`src/rtl/ipv4fwd_pkg.sv`:
```
`timescale 1ns / 1ps
`default_nettype none
// ----------------------------------------------------------------------------
// ipv4fwd_pkg
// Shared types and codes of the IPv4 forwarding decision block.
// ----------------------------------------------------------------------------
package ipv4fwd_pkg;

    localparam int APB_ADDR_W = 5;
    localparam int APB_DATA_W = 32;

    typedef enum logic [1:0] {
        CMD_WRITE    = 2'd0,
        CMD_CLASSIFY = 2'd1,
        CMD_LOOKUP   = 2'd2
    } cmd_t;

    typedef enum logic [3:0] {
        ACT_NONE          = 4'd0,
        ACT_NET_UNREACH   = 4'd1,
        ACT_ECHO_REPLY    = 4'd2,
        ACT_PORT_UNREACH  = 4'd3,
        ACT_TIME_EXCEEDED = 4'd4,
        ACT_FORWARD       = 4'd5,
        ACT_WRITTEN       = 4'd6,
        ACT_HIT           = 4'd7,
        ACT_MISS          = 4'd8
    } action_t;

    typedef enum logic [2:0] {
        REG_PORT_IP_0    = 3'd0,
        REG_PORT_IP_1    = 3'd1,
        REG_PORT_IP_2    = 3'd2,
        REG_PORT_IP_3    = 3'd3,
        REG_PORTS_IN_USE = 3'd4
    } reg_index_t;

    typedef enum logic [1:0] {
        ST_IDLE,
        ST_SCAN,
        ST_DRAIN,
        ST_FINISH
    } state_t;

    localparam logic [7:0] PROTO_ICMP         = 8'd1;
    localparam logic [7:0] ICMP_ECHO_REQUEST  = 8'd8;
    localparam logic [7:0] ICMP_UNREACH       = 8'd3;
    localparam logic [7:0] ICMP_TIME_EXCEEDED = 8'd11;
    localparam logic [7:0] CODE_NET           = 8'd0;
    localparam logic [7:0] CODE_PORT          = 8'd3;

    typedef struct packed {
        logic [1:0]  cmd;
        logic [3:0]  entry_slot;
        logic [31:0] address;
        logic [31:0] entry_mask;
        logic [31:0] entry_gateway;
        logic [1:0]  entry_port;
        logic        entry_valid;
        logic [7:0]  protocol;
        logic [7:0]  ttl;
        logic [7:0]  msg_type;
        logic [7:0]  msg_code;
    } req_t;

    typedef struct packed {
        logic [3:0]  action;
        logic [7:0]  reply_type;
        logic [7:0]  reply_code;
        logic [1:0]  out_port;
        logic [31:0] next_hop;
        logic [7:0]  new_ttl;
        logic        route_found;
    } rsp_t;

    typedef struct packed {
        logic [3:0][31:0] port_ip;
        logic [2:0]       ports_in_use;
    } cfg_t;

    typedef struct packed {
        logic accept;
        logic issue;
        logic finish;
    } dp_cmd_t;

    typedef struct packed {
        logic req_scan;
        logic scan_last;
        logic out_free;
    } dp_status_t;

endpackage
`default_nettype wire

```
`src/rtl/ipv4fwd_req_if.sv`:
```
`timescale 1ns / 1ps
`default_nettype none
// ----------------------------------------------------------------------------
// ipv4fwd_req_if
// Request channel: valid/ready handshake with a request payload.
// ----------------------------------------------------------------------------
interface ipv4fwd_req_if;
    import ipv4fwd_pkg::*;

    logic valid;
    logic ready;
    req_t data;

    modport source (output valid, output data, input ready);
    modport sink (input valid, input data, output ready);
endinterface
`default_nettype wire

```
`src/rtl/ipv4fwd_rsp_if.sv`:
```
`timescale 1ns / 1ps
`default_nettype none
// ----------------------------------------------------------------------------
// ipv4fwd_rsp_if
// Result channel: valid/ready handshake with a result payload.
// ----------------------------------------------------------------------------
interface ipv4fwd_rsp_if;
    import ipv4fwd_pkg::*;

    logic valid;
    logic ready;
    rsp_t data;

    modport source (output valid, output data, input ready);
    modport sink (input valid, input data, output ready);
endinterface
`default_nettype wire

```
`src/rtl/ipv4fwd_cfg.sv`:
```
`timescale 1ns / 1ps
`default_nettype none
// ----------------------------------------------------------------------------
// ipv4fwd_cfg
// APB register file holding the router port addresses and port count.
// ----------------------------------------------------------------------------
module ipv4fwd_cfg (
    input  wire logic                               clk,
    input  wire logic                               rst_n,
    input  wire logic                               psel,
    input  wire logic                               penable,
    input  wire logic                               pwrite,
    input  wire logic [ipv4fwd_pkg::APB_ADDR_W-1:0] paddr,
    input  wire logic [ipv4fwd_pkg::APB_DATA_W-1:0] pwdata,
    output logic      [ipv4fwd_pkg::APB_DATA_W-1:0] prdata,
    output logic                                    pready,
    output ipv4fwd_pkg::cfg_t                       cfg
);
    import ipv4fwd_pkg::*;

    cfg_t       cfg_reg;
    cfg_t       cfg_next;
    logic       wr_en;
    reg_index_t index;

    assign index  = reg_index_t'(paddr[4:2]);
    assign wr_en  = psel && penable && pwrite;
    assign pready = 1'b1;
    assign cfg    = cfg_reg;

    always_comb
    begin
        cfg_next = cfg_reg;
        if (wr_en)
        begin
            unique case (index)
                REG_PORT_IP_0:    cfg_next.port_ip[0] = pwdata;
                REG_PORT_IP_1:    cfg_next.port_ip[1] = pwdata;
                REG_PORT_IP_2:    cfg_next.port_ip[2] = pwdata;
                REG_PORT_IP_3:    cfg_next.port_ip[3] = pwdata;
                REG_PORTS_IN_USE: cfg_next.ports_in_use = pwdata[2:0];
                default:          cfg_next = cfg_reg;
            endcase
        end
    end

    always_comb
    begin
        unique case (index)
            REG_PORT_IP_0:    prdata = cfg_reg.port_ip[0];
            REG_PORT_IP_1:    prdata = cfg_reg.port_ip[1];
            REG_PORT_IP_2:    prdata = cfg_reg.port_ip[2];
            REG_PORT_IP_3:    prdata = cfg_reg.port_ip[3];
            REG_PORTS_IN_USE: prdata = {29'd0, cfg_reg.ports_in_use};
            default:          prdata = '0;
        endcase
    end

    always_ff @(posedge clk or negedge rst_n)
    begin
        if (!rst_n)
        begin
            cfg_reg <= '0;
        end
        else
        begin
            cfg_reg <= cfg_next;
        end
    end

endmodule
`default_nettype wire

```
`src/rtl/ipv4fwd_ctrl.sv`:
```
`timescale 1ns / 1ps
`default_nettype none
// ----------------------------------------------------------------------------
// ipv4fwd_ctrl
// Sequencer: accept a request, scan the route table, hand off the result.
// ----------------------------------------------------------------------------
module ipv4fwd_ctrl (
    input  wire logic                   clk,
    input  wire logic                   rst_n,
    input  wire logic                   req_valid,
    output logic                        req_ready,
    input  wire ipv4fwd_pkg::dp_status_t status,
    output ipv4fwd_pkg::dp_cmd_t         cmd
);
    import ipv4fwd_pkg::*;

    state_t state_reg;
    state_t state_next;

    always_ff @(posedge clk or negedge rst_n)
    begin
        if (!rst_n)
        begin
            state_reg <= ST_IDLE;
        end
        else
        begin
            state_reg <= state_next;
        end
    end

    always_comb
    begin
        state_next = state_reg;
        req_ready  = 1'b0;
        cmd        = '0;
        unique case (state_reg)
            ST_IDLE:
            begin
                req_ready = 1'b1;
                if (req_valid)
                begin
                    cmd.accept = 1'b1;
                    state_next = status.req_scan ? ST_SCAN : ST_FINISH;
                end
            end
            ST_SCAN:
            begin
                cmd.issue = 1'b1;
                if (status.scan_last)
                begin
                    state_next = ST_DRAIN;
                end
            end
            ST_DRAIN:
            begin
                state_next = ST_FINISH;
            end
            ST_FINISH:
            begin
                if (status.out_free)
                begin
                    cmd.finish = 1'b1;
                    state_next = ST_IDLE;
                end
            end
            default:
            begin
                state_next = ST_IDLE;
            end
        endcase
    end

endmodule
`default_nettype wire

```
`src/rtl/ipv4fwd_dp.sv`:
```
`timescale 1ns / 1ps
`default_nettype none
// ----------------------------------------------------------------------------
// ipv4fwd_dp
// Route table memories, prefix scan, packet classification, result register.
// ----------------------------------------------------------------------------
module ipv4fwd_dp #(
    parameter int ROUTE_SLOTS = 16,
    parameter int PORT_COUNT  = 4
) (
    input  wire logic                    clk,
    input  wire logic                    rst_n,
    input  wire ipv4fwd_pkg::req_t        req_data,
    input  wire ipv4fwd_pkg::cfg_t        cfg,
    input  wire ipv4fwd_pkg::dp_cmd_t     cmd,
    output ipv4fwd_pkg::dp_status_t       status,
    output logic                          rsp_valid,
    input  wire logic                    rsp_ready,
    output ipv4fwd_pkg::rsp_t             rsp_data
);
    import ipv4fwd_pkg::*;

    localparam int SLOT_W = (ROUTE_SLOTS > 1) ? $clog2(ROUTE_SLOTS) : 1;

    logic [31:0] dest_mem [ROUTE_SLOTS];
    logic [31:0] mask_mem [ROUTE_SLOTS];
    logic [31:0] gw_mem   [ROUTE_SLOTS];
    logic [1:0]  port_mem [ROUTE_SLOTS];
    logic        valid_reg [ROUTE_SLOTS];

    req_t              req_reg;
    logic [SLOT_W-1:0] idx_reg;
    logic              rd_vld_reg;
    logic              vbit_rd_reg;
    logic [31:0]       dest_rd_reg;
    logic [31:0]       mask_rd_reg;
    logic [31:0]       gw_rd_reg;
    logic [1:0]        port_rd_reg;
    logic              found_reg;
    logic [31:0]       best_mask_reg;
    logic [31:0]       best_gw_reg;
    logic [1:0]        best_port_reg;
    logic              out_valid_reg;
    rsp_t              out_reg;

    logic [8:0]        slot_ext;
    logic              wr_en;
    logic [SLOT_W-1:0] wr_idx;
    logic              hit;
    logic              take;
    logic [2:0]        ports_eff;
    logic              is_local;
    rsp_t              res;

    assign slot_ext = {5'd0, req_data.entry_slot};
    assign wr_idx   = slot_ext[SLOT_W-1:0];
    assign wr_en    = cmd.accept && (req_data.cmd == CMD_WRITE)
                      && (slot_ext < 9'(ROUTE_SLOTS));

    assign status.req_scan  = (req_data.cmd == CMD_CLASSIFY)
                              || (req_data.cmd == CMD_LOOKUP);
    assign status.scan_last = (idx_reg == SLOT_W'(ROUTE_SLOTS - 1));
    assign status.out_free  = !out_valid_reg || rsp_ready;

    assign hit  = rd_vld_reg && vbit_rd_reg
                  && (((dest_rd_reg ^ req_reg.address) & mask_rd_reg) == 32'd0);
    assign take = hit && (!found_reg || (best_mask_reg < mask_rd_reg));

    assign rsp_valid = out_valid_reg;
    assign rsp_data  = out_reg;

    always_ff @(posedge clk)
    begin
        if (wr_en)
        begin
            dest_mem[wr_idx] <= req_data.address;
            mask_mem[wr_idx] <= req_data.entry_mask;
            gw_mem[wr_idx]   <= req_data.entry_gateway;
            port_mem[wr_idx] <= req_data.entry_port;
        end
        dest_rd_reg <= dest_mem[idx_reg];
        mask_rd_reg <= mask_mem[idx_reg];
        gw_rd_reg   <= gw_mem[idx_reg];
        port_rd_reg <= port_mem[idx_reg];
        vbit_rd_reg <= valid_reg[idx_reg];
    end

    always_ff @(posedge clk)
    begin
        if (cmd.accept)
        begin
            req_reg       <= req_data;
            best_mask_reg <= '0;
            best_gw_reg   <= '0;
            best_port_reg <= '0;
        end
        else if (take)
        begin
            best_mask_reg <= mask_rd_reg;
            best_gw_reg   <= gw_rd_reg;
            best_port_reg <= port_rd_reg;
        end
        if (cmd.finish)
        begin
            out_reg <= res;
        end
    end

    always_ff @(posedge clk or negedge rst_n)
    begin
        if (!rst_n)
        begin
            for (int i = 0; i < ROUTE_SLOTS; i++)
            begin
                valid_reg[i] <= 1'b0;
            end
            idx_reg       <= '0;
            rd_vld_reg    <= 1'b0;
            found_reg     <= 1'b0;
            out_valid_reg <= 1'b0;
        end
        else
        begin
            if (wr_en)
            begin
                valid_reg[wr_idx] <= req_data.entry_valid;
            end
            rd_vld_reg <= cmd.issue;
            if (cmd.accept)
            begin
                idx_reg   <= '0;
                found_reg <= 1'b0;
            end
            else
            begin
                if (cmd.issue && !status.scan_last)
                begin
                    idx_reg <= idx_reg + SLOT_W'(1);
                end
                if (hit)
                begin
                    found_reg <= 1'b1;
                end
            end
            if (cmd.finish)
            begin
                out_valid_reg <= 1'b1;
            end
            else if (rsp_ready)
            begin
                out_valid_reg <= 1'b0;
            end
        end
    end

    always_comb
    begin
        ports_eff = (cfg.ports_in_use > 3'(PORT_COUNT)) ? 3'(PORT_COUNT)
                                                        : cfg.ports_in_use;
        is_local = 1'b0;
        for (int i = 0; i < PORT_COUNT; i++)
        begin
            if ((3'(i) < ports_eff) && (cfg.port_ip[i] == req_reg.address))
            begin
                is_local = 1'b1;
            end
        end
    end

    always_comb
    begin
        res = '0;
        unique case (req_reg.cmd)
            CMD_WRITE:
            begin
                res.action = ACT_WRITTEN;
            end
            CMD_LOOKUP:
            begin
                res.route_found = found_reg;
                res.out_port    = best_port_reg;
                res.next_hop    = best_gw_reg;
                res.action      = found_reg ? ACT_HIT : ACT_MISS;
            end
            CMD_CLASSIFY:
            begin
                res.route_found = found_reg;
                res.out_port    = best_port_reg;
                res.next_hop    = best_gw_reg;
                if (!is_local && !found_reg)
                begin
                    res.action     = ACT_NET_UNREACH;
                    res.reply_type = ICMP_UNREACH;
                    res.reply_code = CODE_NET;
                end
                else if (is_local)
                begin
                    if (req_reg.protocol == PROTO_ICMP)
                    begin
                        if ((req_reg.msg_type == ICMP_ECHO_REQUEST)
                            && (req_reg.msg_code == 8'd0))
                        begin
                            res.action = ACT_ECHO_REPLY;
                        end
                    end
                    else
                    begin
                        res.action     = ACT_PORT_UNREACH;
                        res.reply_type = ICMP_UNREACH;
                        res.reply_code = CODE_PORT;
                    end
                end
                else if (req_reg.ttl <= 8'd1)
                begin
                    res.action     = ACT_TIME_EXCEEDED;
                    res.reply_type = ICMP_TIME_EXCEEDED;
                end
                else
                begin
                    res.action  = ACT_FORWARD;
                    res.new_ttl = req_reg.ttl - 8'd1;
                end
            end
            default:
            begin
                res = '0;
            end
        endcase
    end

endmodule
`default_nettype wire

```
`src/rtl/ipv4_forward_decision_lpm_top.sv`:
```
`timescale 1ns / 1ps
`default_nettype none
// ----------------------------------------------------------------------------
// ipv4_forward_decision_lpm_top
// IPv4 forwarding decision with a longest-prefix-match routing table.
// ----------------------------------------------------------------------------
// Route write or unused command: the request goes straight to the finish state,
//   which loads the result register; one request is in flight at a time.
// Classify or lookup: the request scans every route slot, then drains through
//   the read registers before finish loads the result; the single table read port
//   scans one slot per cycle, and an untaken result holds the next request.
// Reset clears the control registers and all route valid bits at once; no clearing pass.
// ----------------------------------------------------------------------------
module ipv4_forward_decision_lpm_top #(
    parameter int ROUTE_SLOTS = 16,
    parameter int PORT_COUNT  = 4
) (
    input  wire logic                               clk,
    input  wire logic                               rst_n,
    ipv4fwd_req_if.sink                             req,
    ipv4fwd_rsp_if.source                           rsp,
    input  wire logic                               psel,
    input  wire logic                               penable,
    input  wire logic                               pwrite,
    input  wire logic [ipv4fwd_pkg::APB_ADDR_W-1:0] paddr,
    input  wire logic [ipv4fwd_pkg::APB_DATA_W-1:0] pwdata,
    output logic      [ipv4fwd_pkg::APB_DATA_W-1:0] prdata,
    output logic                                    pready
);
    import ipv4fwd_pkg::*;

    cfg_t       cfg;
    dp_cmd_t    dp_cmd;
    dp_status_t dp_status;
    logic       req_ready;
    logic       rsp_valid;
    rsp_t       rsp_data;

    assign req.ready = req_ready;
    assign rsp.valid = rsp_valid;
    assign rsp.data  = rsp_data;

    ipv4fwd_cfg u_cfg (
        .clk     (clk),
        .rst_n   (rst_n),
        .psel    (psel),
        .penable (penable),
        .pwrite  (pwrite),
        .paddr   (paddr),
        .pwdata  (pwdata),
        .prdata  (prdata),
        .pready  (pready),
        .cfg     (cfg)
    );

    ipv4fwd_ctrl u_ctrl (
        .clk       (clk),
        .rst_n     (rst_n),
        .req_valid (req.valid),
        .req_ready (req_ready),
        .status    (dp_status),
        .cmd       (dp_cmd)
    );

    ipv4fwd_dp #(
        .ROUTE_SLOTS (ROUTE_SLOTS),
        .PORT_COUNT  (PORT_COUNT)
    ) u_dp (
        .clk       (clk),
        .rst_n     (rst_n),
        .req_data  (req.data),
        .cfg       (cfg),
        .cmd       (dp_cmd),
        .status    (dp_status),
        .rsp_valid (rsp_valid),
        .rsp_ready (rsp.ready),
        .rsp_data  (rsp_data)
    );

    a_one_request_in_flight: assert property (
        @(posedge clk) disable iff (!rst_n)
        (req.valid && req_ready) |=> !req_ready
    ) else $error("request accepted while another is in flight");

    a_finish_needs_room: assert property (
        @(posedge clk) disable iff (!rst_n)
        dp_cmd.finish |-> (!rsp_valid || rsp.ready)
    ) else $error("result loaded over an untaken result");

    a_result_from_finish: assert property (
        @(posedge clk) disable iff (!rst_n)
        $rose(rsp_valid) |-> $past(dp_cmd.finish)
    ) else $error("result appeared without a finish");

endmodule
`default_nettype wire
```
`src/flat_wrapper.sv`:
```
// flat-port wrapper written by rule: the top's interface ports become plain ports
module ipv4_forward_decision_lpm_top_flat import ipv4fwd_pkg::*;
#(
    parameter int ROUTE_SLOTS = 16,
    parameter int PORT_COUNT  = 4
)
  (clk, rst_n, psel, penable, pwrite, paddr, pwdata, prdata, pready, req_valid, req_data, req_ready, rsp_valid, rsp_data, rsp_ready);
  ipv4fwd_req_if req_i ();
  ipv4fwd_rsp_if rsp_i ();
  input  wire logic clk;
  input  wire logic rst_n;
  input  wire logic psel;
  input  wire logic penable;
  input  wire logic pwrite;
  input  wire logic [ipv4fwd_pkg::APB_ADDR_W-1:0] paddr;
  input  wire logic [ipv4fwd_pkg::APB_DATA_W-1:0] pwdata;
  output logic      [ipv4fwd_pkg::APB_DATA_W-1:0] prdata;
  output logic pready;
  input wire logic [$bits(req_i.valid)-1:0] req_valid;
  input wire logic [$bits(req_i.data)-1:0] req_data;
  output wire logic [$bits(req_i.ready)-1:0] req_ready;
  output wire logic [$bits(rsp_i.valid)-1:0] rsp_valid;
  output wire logic [$bits(rsp_i.data)-1:0] rsp_data;
  input wire logic [$bits(rsp_i.ready)-1:0] rsp_ready;
  assign req_i.valid = req_valid;
  assign req_i.data = req_data;
  assign req_ready = req_i.ready;
  assign rsp_valid = rsp_i.valid;
  assign rsp_data = rsp_i.data;
  assign rsp_i.ready = rsp_ready;
  ipv4_forward_decision_lpm_top #(.ROUTE_SLOTS(ROUTE_SLOTS), .PORT_COUNT(PORT_COUNT)) u_core (.clk(clk), .rst_n(rst_n), .req(req_i), .rsp(rsp_i), .psel(psel), .penable(penable), .pwrite(pwrite), .paddr(paddr), .pwdata(pwdata), .prdata(prdata), .pready(pready));
endmodule
```
`config.mk`:
```
export PLATFORM = sky130hd
export DESIGN_NAME = ipv4_forward_decision_lpm_top_flat
export DESIGN_NICKNAME = d
export VERILOG_FILES = /design/src/rtl/ipv4fwd_pkg.sv /design/src/rtl/ipv4fwd_req_if.sv /design/src/rtl/ipv4fwd_rsp_if.sv /design/src/rtl/ipv4fwd_cfg.sv /design/src/rtl/ipv4fwd_ctrl.sv /design/src/rtl/ipv4fwd_dp.sv /design/src/rtl/ipv4_forward_decision_lpm_top.sv /design/src/flat_wrapper.sv
export SDC_FILE = /design/constraint.sdc
export NUM_CORES = 2
export LEC_CHECK = 0
export BUFFER_PORTS_ARGS = -buffer_cell sky130_fd_sc_hd__buf_2
export CAP_MARGIN = 20
export CELL_PAD_IN_SITES_DETAIL_PLACEMENT = 1
export CELL_PAD_IN_SITES_GLOBAL_PLACEMENT = 2
export CORE_MARGIN = 8
export CORE_UTILIZATION = 45
export DETAILED_ROUTE_END_ITERATION = 10
export GPL_ROUTABILITY_DRIVEN = 0
export HOLD_SLACK_MARGIN = 0.02
export PLACE_DENSITY_LB_ADDON = 0.1
export SETUP_SLACK_MARGIN = 0.1
export SLEW_MARGIN = 30
export SYNTH_ARGS = -nofsm -noshare
export SYNTH_HDL_FRONTEND = slang
export SYNTH_SLANG_ARGS = --single-unit
```
`constraint.sdc`:
```
create_clock -name clk -period 10.4 [get_ports clk]
set_input_delay 2.08 -clock clk [delete_from_list [all_inputs] [get_ports clk]]
set_output_delay 2.08 -clock clk [all_outputs]
set_load 0.02 [all_outputs]
```
# Word level (Yosys, flattened, before mapping)
# Memories as Yosys holds them, arrays and structs flattened. A register that Yosys moved wholly into a read port is not among the register bits.
# Cells that the tools add are included.
[word_totals]
ff_bits = 352
elab_cells = 170
mem_count = 4
ram_bits = 1568
[memory_table]
columns = ["memory", "depth", "word_bits", "read_ports", "rd_ports_with_merged_regs", "wr", "line", "rtl"]
rows = [
  ["u_core.u_dp.dest_mem", 16, 32, 1, 1, 1, "ipv4fwd_dp.sv:25", "logic [31:0] dest_mem [ROUTE_SLOTS];"],
  ["u_core.u_dp.gw_mem", 16, 32, 1, 1, 1, "ipv4fwd_dp.sv:27", "logic [31:0] gw_mem [ROUTE_SLOTS];"],
  ["u_core.u_dp.mask_mem", 16, 32, 1, 1, 1, "ipv4fwd_dp.sv:26", "logic [31:0] mask_mem [ROUTE_SLOTS];"],
  ["u_core.u_dp.port_mem", 16, 2, 1, 1, 1, "ipv4fwd_dp.sv:28", "logic [1:0] port_mem [ROUTE_SLOTS];"],
]
[op_classes]
n_reduce_logical = 41
n_mux = 41
bitwise = 6
add_sub_neg = 2
magnitude_cmp = 11
eq_ne = 21
[ops]
columns = ["cell", "count"]
rows = [
  ["case mux 32 bit (5 select lines)", 1],
  ["equality test 32 bit", 4],
  ["bitwise AND 32 bit", 1],
  ["zero test 32 bit", 1],
  ["less-than comparator 32 bit", 1],
  ["bitwise XOR 32 bit", 1],
  ["2-to-1 mux 1 bit", 20],
  ["2-to-1 mux 20 bit", 1],
  ["bitwise mux 16 bit", 1],
  ["2-to-1 mux 4 bit", 4],
  ["logical AND 1 bit", 15],
  ["2-to-1 mux 12 bit", 1],
  ["2-to-1 mux 2 bit", 6],
  ["case mux 4 bit (3 select lines)", 1],
  ["greater-or-equal comparator 5 bit (second input constant)", 2],
  ["2-to-1 mux 10 bit", 1],
  ["inverter 4 -> 5 bit", 2],
  ["AND reduction 2 bit", 5],
  ["equality test 2 bit (second input constant)", 4],
  ["equality test 8 x 1 -> 1 bit (second input constant)", 1],
  ["equality test 8 x 4 -> 1 bit (second input constant)", 1],
  ["less-or-equal comparator 8 x 1 -> 1 bit (second input constant)", 1],
  ["zero test 8 bit", 1],
  ["2-to-1 mux 8 bit", 1],
  ["28 further kinds", 45],
]

# Logic depth before layout (Yosys ltp)
[logic_depth]
word_depth = 12
depth_mapped = 11

# Modules after synthesis
# A second synthesis with hierarchy kept.
[unflattened]
cells_unflattened = 3709
hier_area_um2 = 77845.9
[by_module_without_submodules]
columns = ["module", "seq_area_each_um2", "instances", "cells_each", "area_each_um2"]
rows = [
  ["ipv4fwd_dp", 54447.2, 1, 3318, 71568.6],
  ["ipv4fwd_cfg", 3278.1, 1, 372, 6095.8],
  ["ipv4fwd_ctrl", 50.0, 1, 19, 181.4],
]

# Worst setup path before layout
# Ideal clock, no wire load.
[synth_path]
path_type = "input port to flip-flop"
from = "input port req_data[135]"
to = "register u_core.u_dp.valid_reg[15] (netlist name)"
cell_stages = 6
path_slack_ns = -0.074
required_time_ns = 10.301
setup_ns = 0.099
n_path_buf = 0
arrival_time_ns = 10.375
cell_sequence = "inv_1 ha_1 nand2_1 or3_1 nor3_1 mux2_2"
[synth_between]
elab_chain_len = 3
[synth_lines]
columns = ["element", "line", "rtl"]
rows = [
  ["start, declared", "flat_wrapper.sv:20", "input wire logic [$bits(req_i.data)-1:0] req_data;"],
  ["zero test 2 bit", "ipv4fwd_dp.sv:57", "assign wr_en = cmd.accept && (req_data.cmd == CMD_WRITE)"],
  ["logical AND 1 bit", "ipv4fwd_dp.sv:57", ""],
  ["logical AND 1 bit", "ipv4fwd_dp.sv:58", "&& (slot_ext < 9'(ROUTE_SLOTS));"],
  ["end signal, assigned by index", "ipv4fwd_dp.sv:126", "valid_reg[wr_idx] <= req_data.entry_valid;"],
  ["end, declared", "ipv4fwd_dp.sv:29", "logic valid_reg [ROUTE_SLOTS];"],
]
# Every way passes these cells.
# A chain may end at the register's enable or synchronous reset.

# Worst setup path in the final report
[layout_path]
from = "input port paddr[4] (netlist name)"
to = "output port prdata[18] (netlist name)"
[layout_between]
elab_chain_len = 2
elab_cells_between_ends = 6
cone_classes = "eq/ne: 4; mux: 1; reduce/logical: 1"
[layout_lines]
columns = ["element", "line", "rtl"]
rows = [
  ["start, declared", "flat_wrapper.sv:15", "input wire logic [ipv4fwd_pkg::APB_ADDR_W-1:0] paddr;"],
  ["equality test 3 bit (tied with other cells)", "ipv4fwd_cfg.sv:49", "unique case (index)"],
  ["case mux 32 bit (5 select lines) (*)", "ipv4fwd_cfg.sv:49", ""],
  ["end, declared", "flat_wrapper.sv:17", "output logic [ipv4fwd_pkg::APB_DATA_W-1:0] prdata;"],
]
# Every way passes the cells marked *; elsewhere a longest branch is shown, timed or not.

==> results.md <==
* Worst reg2reg path depth at 9
* Minimum clock period at 6.117 ns
* Die Ht at 430.2 um
* Most used flip-flop cell after synthesis: edfxtp_1
* CTS max path bufs at 3
* Post-DP HPWL at 116,800 um
* # Post-CTS Setup Buffers at 0
* RSZ-0062 raised after global routing: false
* Main combinational cell family by area after synthesis: multiplexers
* Max H-tree Level at 4
* DR pass1 iterations at 5
* Filler instances at 15,102
* CP Capture Type: output pin
* Pwr dens at 244.7 nW/um^2
* First-pass GRT wire length at 293,800 um
* Hold Path Origin: u_core.u_dp.gw_rd_reg[10]$_DFF_P_
* Non-filler instance count after layout at 6,500
* Hold Crit Class: register to register
* Largest regs: u_core.u_dp.dest_mem (512), u_core.u_dp.gw_mem (512), u_core.u_dp.mask_mem (512)
* WL final at between 200,000 and 250,000 um
* GRT Total Usage at 21.62%
* Hold path cells at 2
* Synth unique cells at 58
* Boundary pin count at 279
* Fin crit share at between 50% and 60%
* Initial antenna violation count at 47
* Mapped Area at around 77,000 um^2
* Share of layout cells above drive strength 1 at 31.11%
* Actual slew at the worst max-slew pin at just over 1 ns
* IO Port Bufs at 264
* Lkg Pwr at 0.02897 uW
* Layout area overhead at 14.09%
* Slew margin rel. at between 30% and 40%
* Critical Path Source: paddr[4]
* M1 WL at between 80,000 and 90,000 um
* WS Path Type: primary input to output pin
* Die Area at roughly 190,000 um^2
* Top sig layer: met5
* XOR/XNOR Fraction of Synth Area at 1.918%
* Fin nets at 4,302
* Post-Synth Adder-Cell Area at less than 1%
* Final Hold Viols at 0
* DR vias/cell at 5.804
* Critical Path RT at 8.32 ns
* Worst R2R Setup Slack at ~5.8 ns
* PostCTS Resize Cnt at 0
* Post-route setup TNS at 0 ns
* CTS buffer count at 206
* Worst vdd ir at 0.1918 mV
* Die Wd at 430.2 um
* Antenna violation net count after detailed routing at 0
* Post-Place Cells at between 6,000 and 7,000
* EDFF count, synth at 1,684
* Reg clk slew, reported paths at around 0.060 ns
* # setup viols final at 0
* Ys async rst share at under 10%
* Root Driver: clkbuf_16
* Core Region at between 150,000 and 200,000 um^2
* Post-route DRC at 0
* Grt ovf at 0
* Maximum clock frequency at 163.5 MHz
* Startpoint types: primary input
* Reg2reg end: u_core.u_dp.gw_mem[13][6]$_DFFE_PP_
* Outcome: finished clean
* Mux share of post-synthesis cell area at 16.64%
* Clock tree sinks at roughly 2,000
* Clk_lat worst skew at around 0.85 ns
* Met2 wire length at 98,320 um
* Slew Limit Fails at 0
* Compound-Gate Fraction of Synth Area at 2.055%
* Vias post-DR at 37,728
* Reg2reg start: u_core.u_ctrl.state_reg[0]$_DFFE_PN0P_
* Cell count after synthesis at 3,736
* Sequential fraction of the synthesis area at 74.85%
* TritonCTS clock tree: done
* Crit path max fanout at 19
* Wire length on met3 at 9598 um
* Largest net degree at the start of global routing at 119
* Number of global-route vias before repair at approximately 41,000
* Post-synthesis register bit count at 2,005
* Hold endpoint: u_core.u_dp.best_gw_reg[10]$_SDFFE_PP0P_
* Post-Synth Simple-Gate Area at 2.360%
* Hold buffers post-CTS at 0
* Core Util, Final at 51.50%
* Initial Util at 45.14%
* Routed len/inst at 30.93 um
* Row Count at 152
* Syn_area_per_cell at around 21 um^2
* Number of synthesis warnings at 0
* WP data arrival at between 4 and 5 ns
* Setup Skew at 0.04903 ns
* Iter 0 DRT Violations at 2,823
* Max Cap Violations at 0
critical path: stages:
cell,delay (ns)
buf_2,0.15
nand2b_1,0.29
nor2_2,0.57
buf_4,0.42
a22oi_1,0.14
nand2_1,0.17
buf_2,0.19
cell usage after synthesis, types with 39 or more instances:
| master | number | area, um^2 |
|---|---|---|
| ha_1 | 43 | 538.0 |
| nand2_1 | 65 | 244.0 |
| clkbuf_1 | 147 | 551.8 |
| xnor2_1 | 142 | 1244 |
| a21oi_1 | 83 | 415.4 |
| dfrtp_1 | 156 | 3904 |
| inv_1 | 46 | 172.7 |
| dfxtp_1 | 165 | 3303 |
| and2_1 | 39 | 244.0 |
| mux4_2 | 495 | 11150 |
| o21ai_1 | 41 | 205.2 |
| nand3_1 | 77 | 385.4 |
| nand4_1 | 54 | 337.8 |
| edfxtp_1 | 1684 | 50570 |
| mux2_2 | 147 | 1655 |
| nor2_1 | 43 | 161.4 |
| a22oi_1 | 59 | 442.9 |
routing by layer:
metal  track usage (%)  up-vias
met3             3.746      328
met4             6.407       18
met5                 0        -
met1             29.70    20499
li1                  -    15945
met2             35.70      938
cell type report:
type / instances / area (um^2) / area share, %
inverters: 46 / 172.7 / 0.1961
flip-flops and latches: 2005 / 57790 / 65.63
clock inverters: 104 / 1023 / 1.162
diodes: 11 / 27.53 / 0.03126
well taps: 2233 / 2794 / 3.173
clock buffers: 282 / 5672 / 6.441
multi-input cells: 1474 / 18480 / 20.99
repair buffers: 345 / 2100 / 2.384
cells by family after synthesis:
logic type               count (synthesis)
flip-flops                            2005
multiplexers                           646
AND/OR/NAND/NOR                        347
buffers and inverters                  267
AO/OA/AOI/OAI                          257
XOR/XNOR                               169
adder cells (fa/ha/maj)                 43
other                                    2
cells in the final DEF, fill, tap and decap left out, types with 65 or more instances in the layout:
master / instances
nand2_1: 65
edfxtp_1: 1684
mux4_2: 495
mux2_2: 147
nand3_1: 77
clkbuf_16: 207
dfxtp_1: 165
xnor2_1: 142
dfrtp_1: 152
a21oi_1: 83
buf_4: 67
buf_2: 263
worst max-delay path by stage:
stage / end / slack, ns / cells after the start
final: prdata[18] / 4.28 / 7
after global routing: prdata[15] / 4.15 / 7
after CTS: prdata[23] / 4.24 / 7
after detailed placement: prdata[23] / 4.24 / 7
after global placement: prdata[18] / 4.27 / 7
after floorplan: u_core.u_dp.valid_reg[13]$_DFFE_PN0P_ / 0.12 / 7
stage by stage:
step	power (uW)	hold WS, ns	area, um^2	setup slack, ns
floorplan	12950	0.4293	77230	0.1207
global placement	14550	0.4399	81250	4.266
detailed placement	14600	0.4459	81270	4.240
CTS	21860	0.4563	87970	4.238
global route	22400	0.4733	88050	4.146
finish	21550	0.4550	88060	4.283
power by group:
group	leakage (uW)	switching, uW	internal [uW]
clock	0.00327	3140	4090
combinational	0.00715	2330	2230
sequential	0.0185	521	9230
total	0.0290	6000	15600
Note: power is estimated with default switching activity, not from simulation.
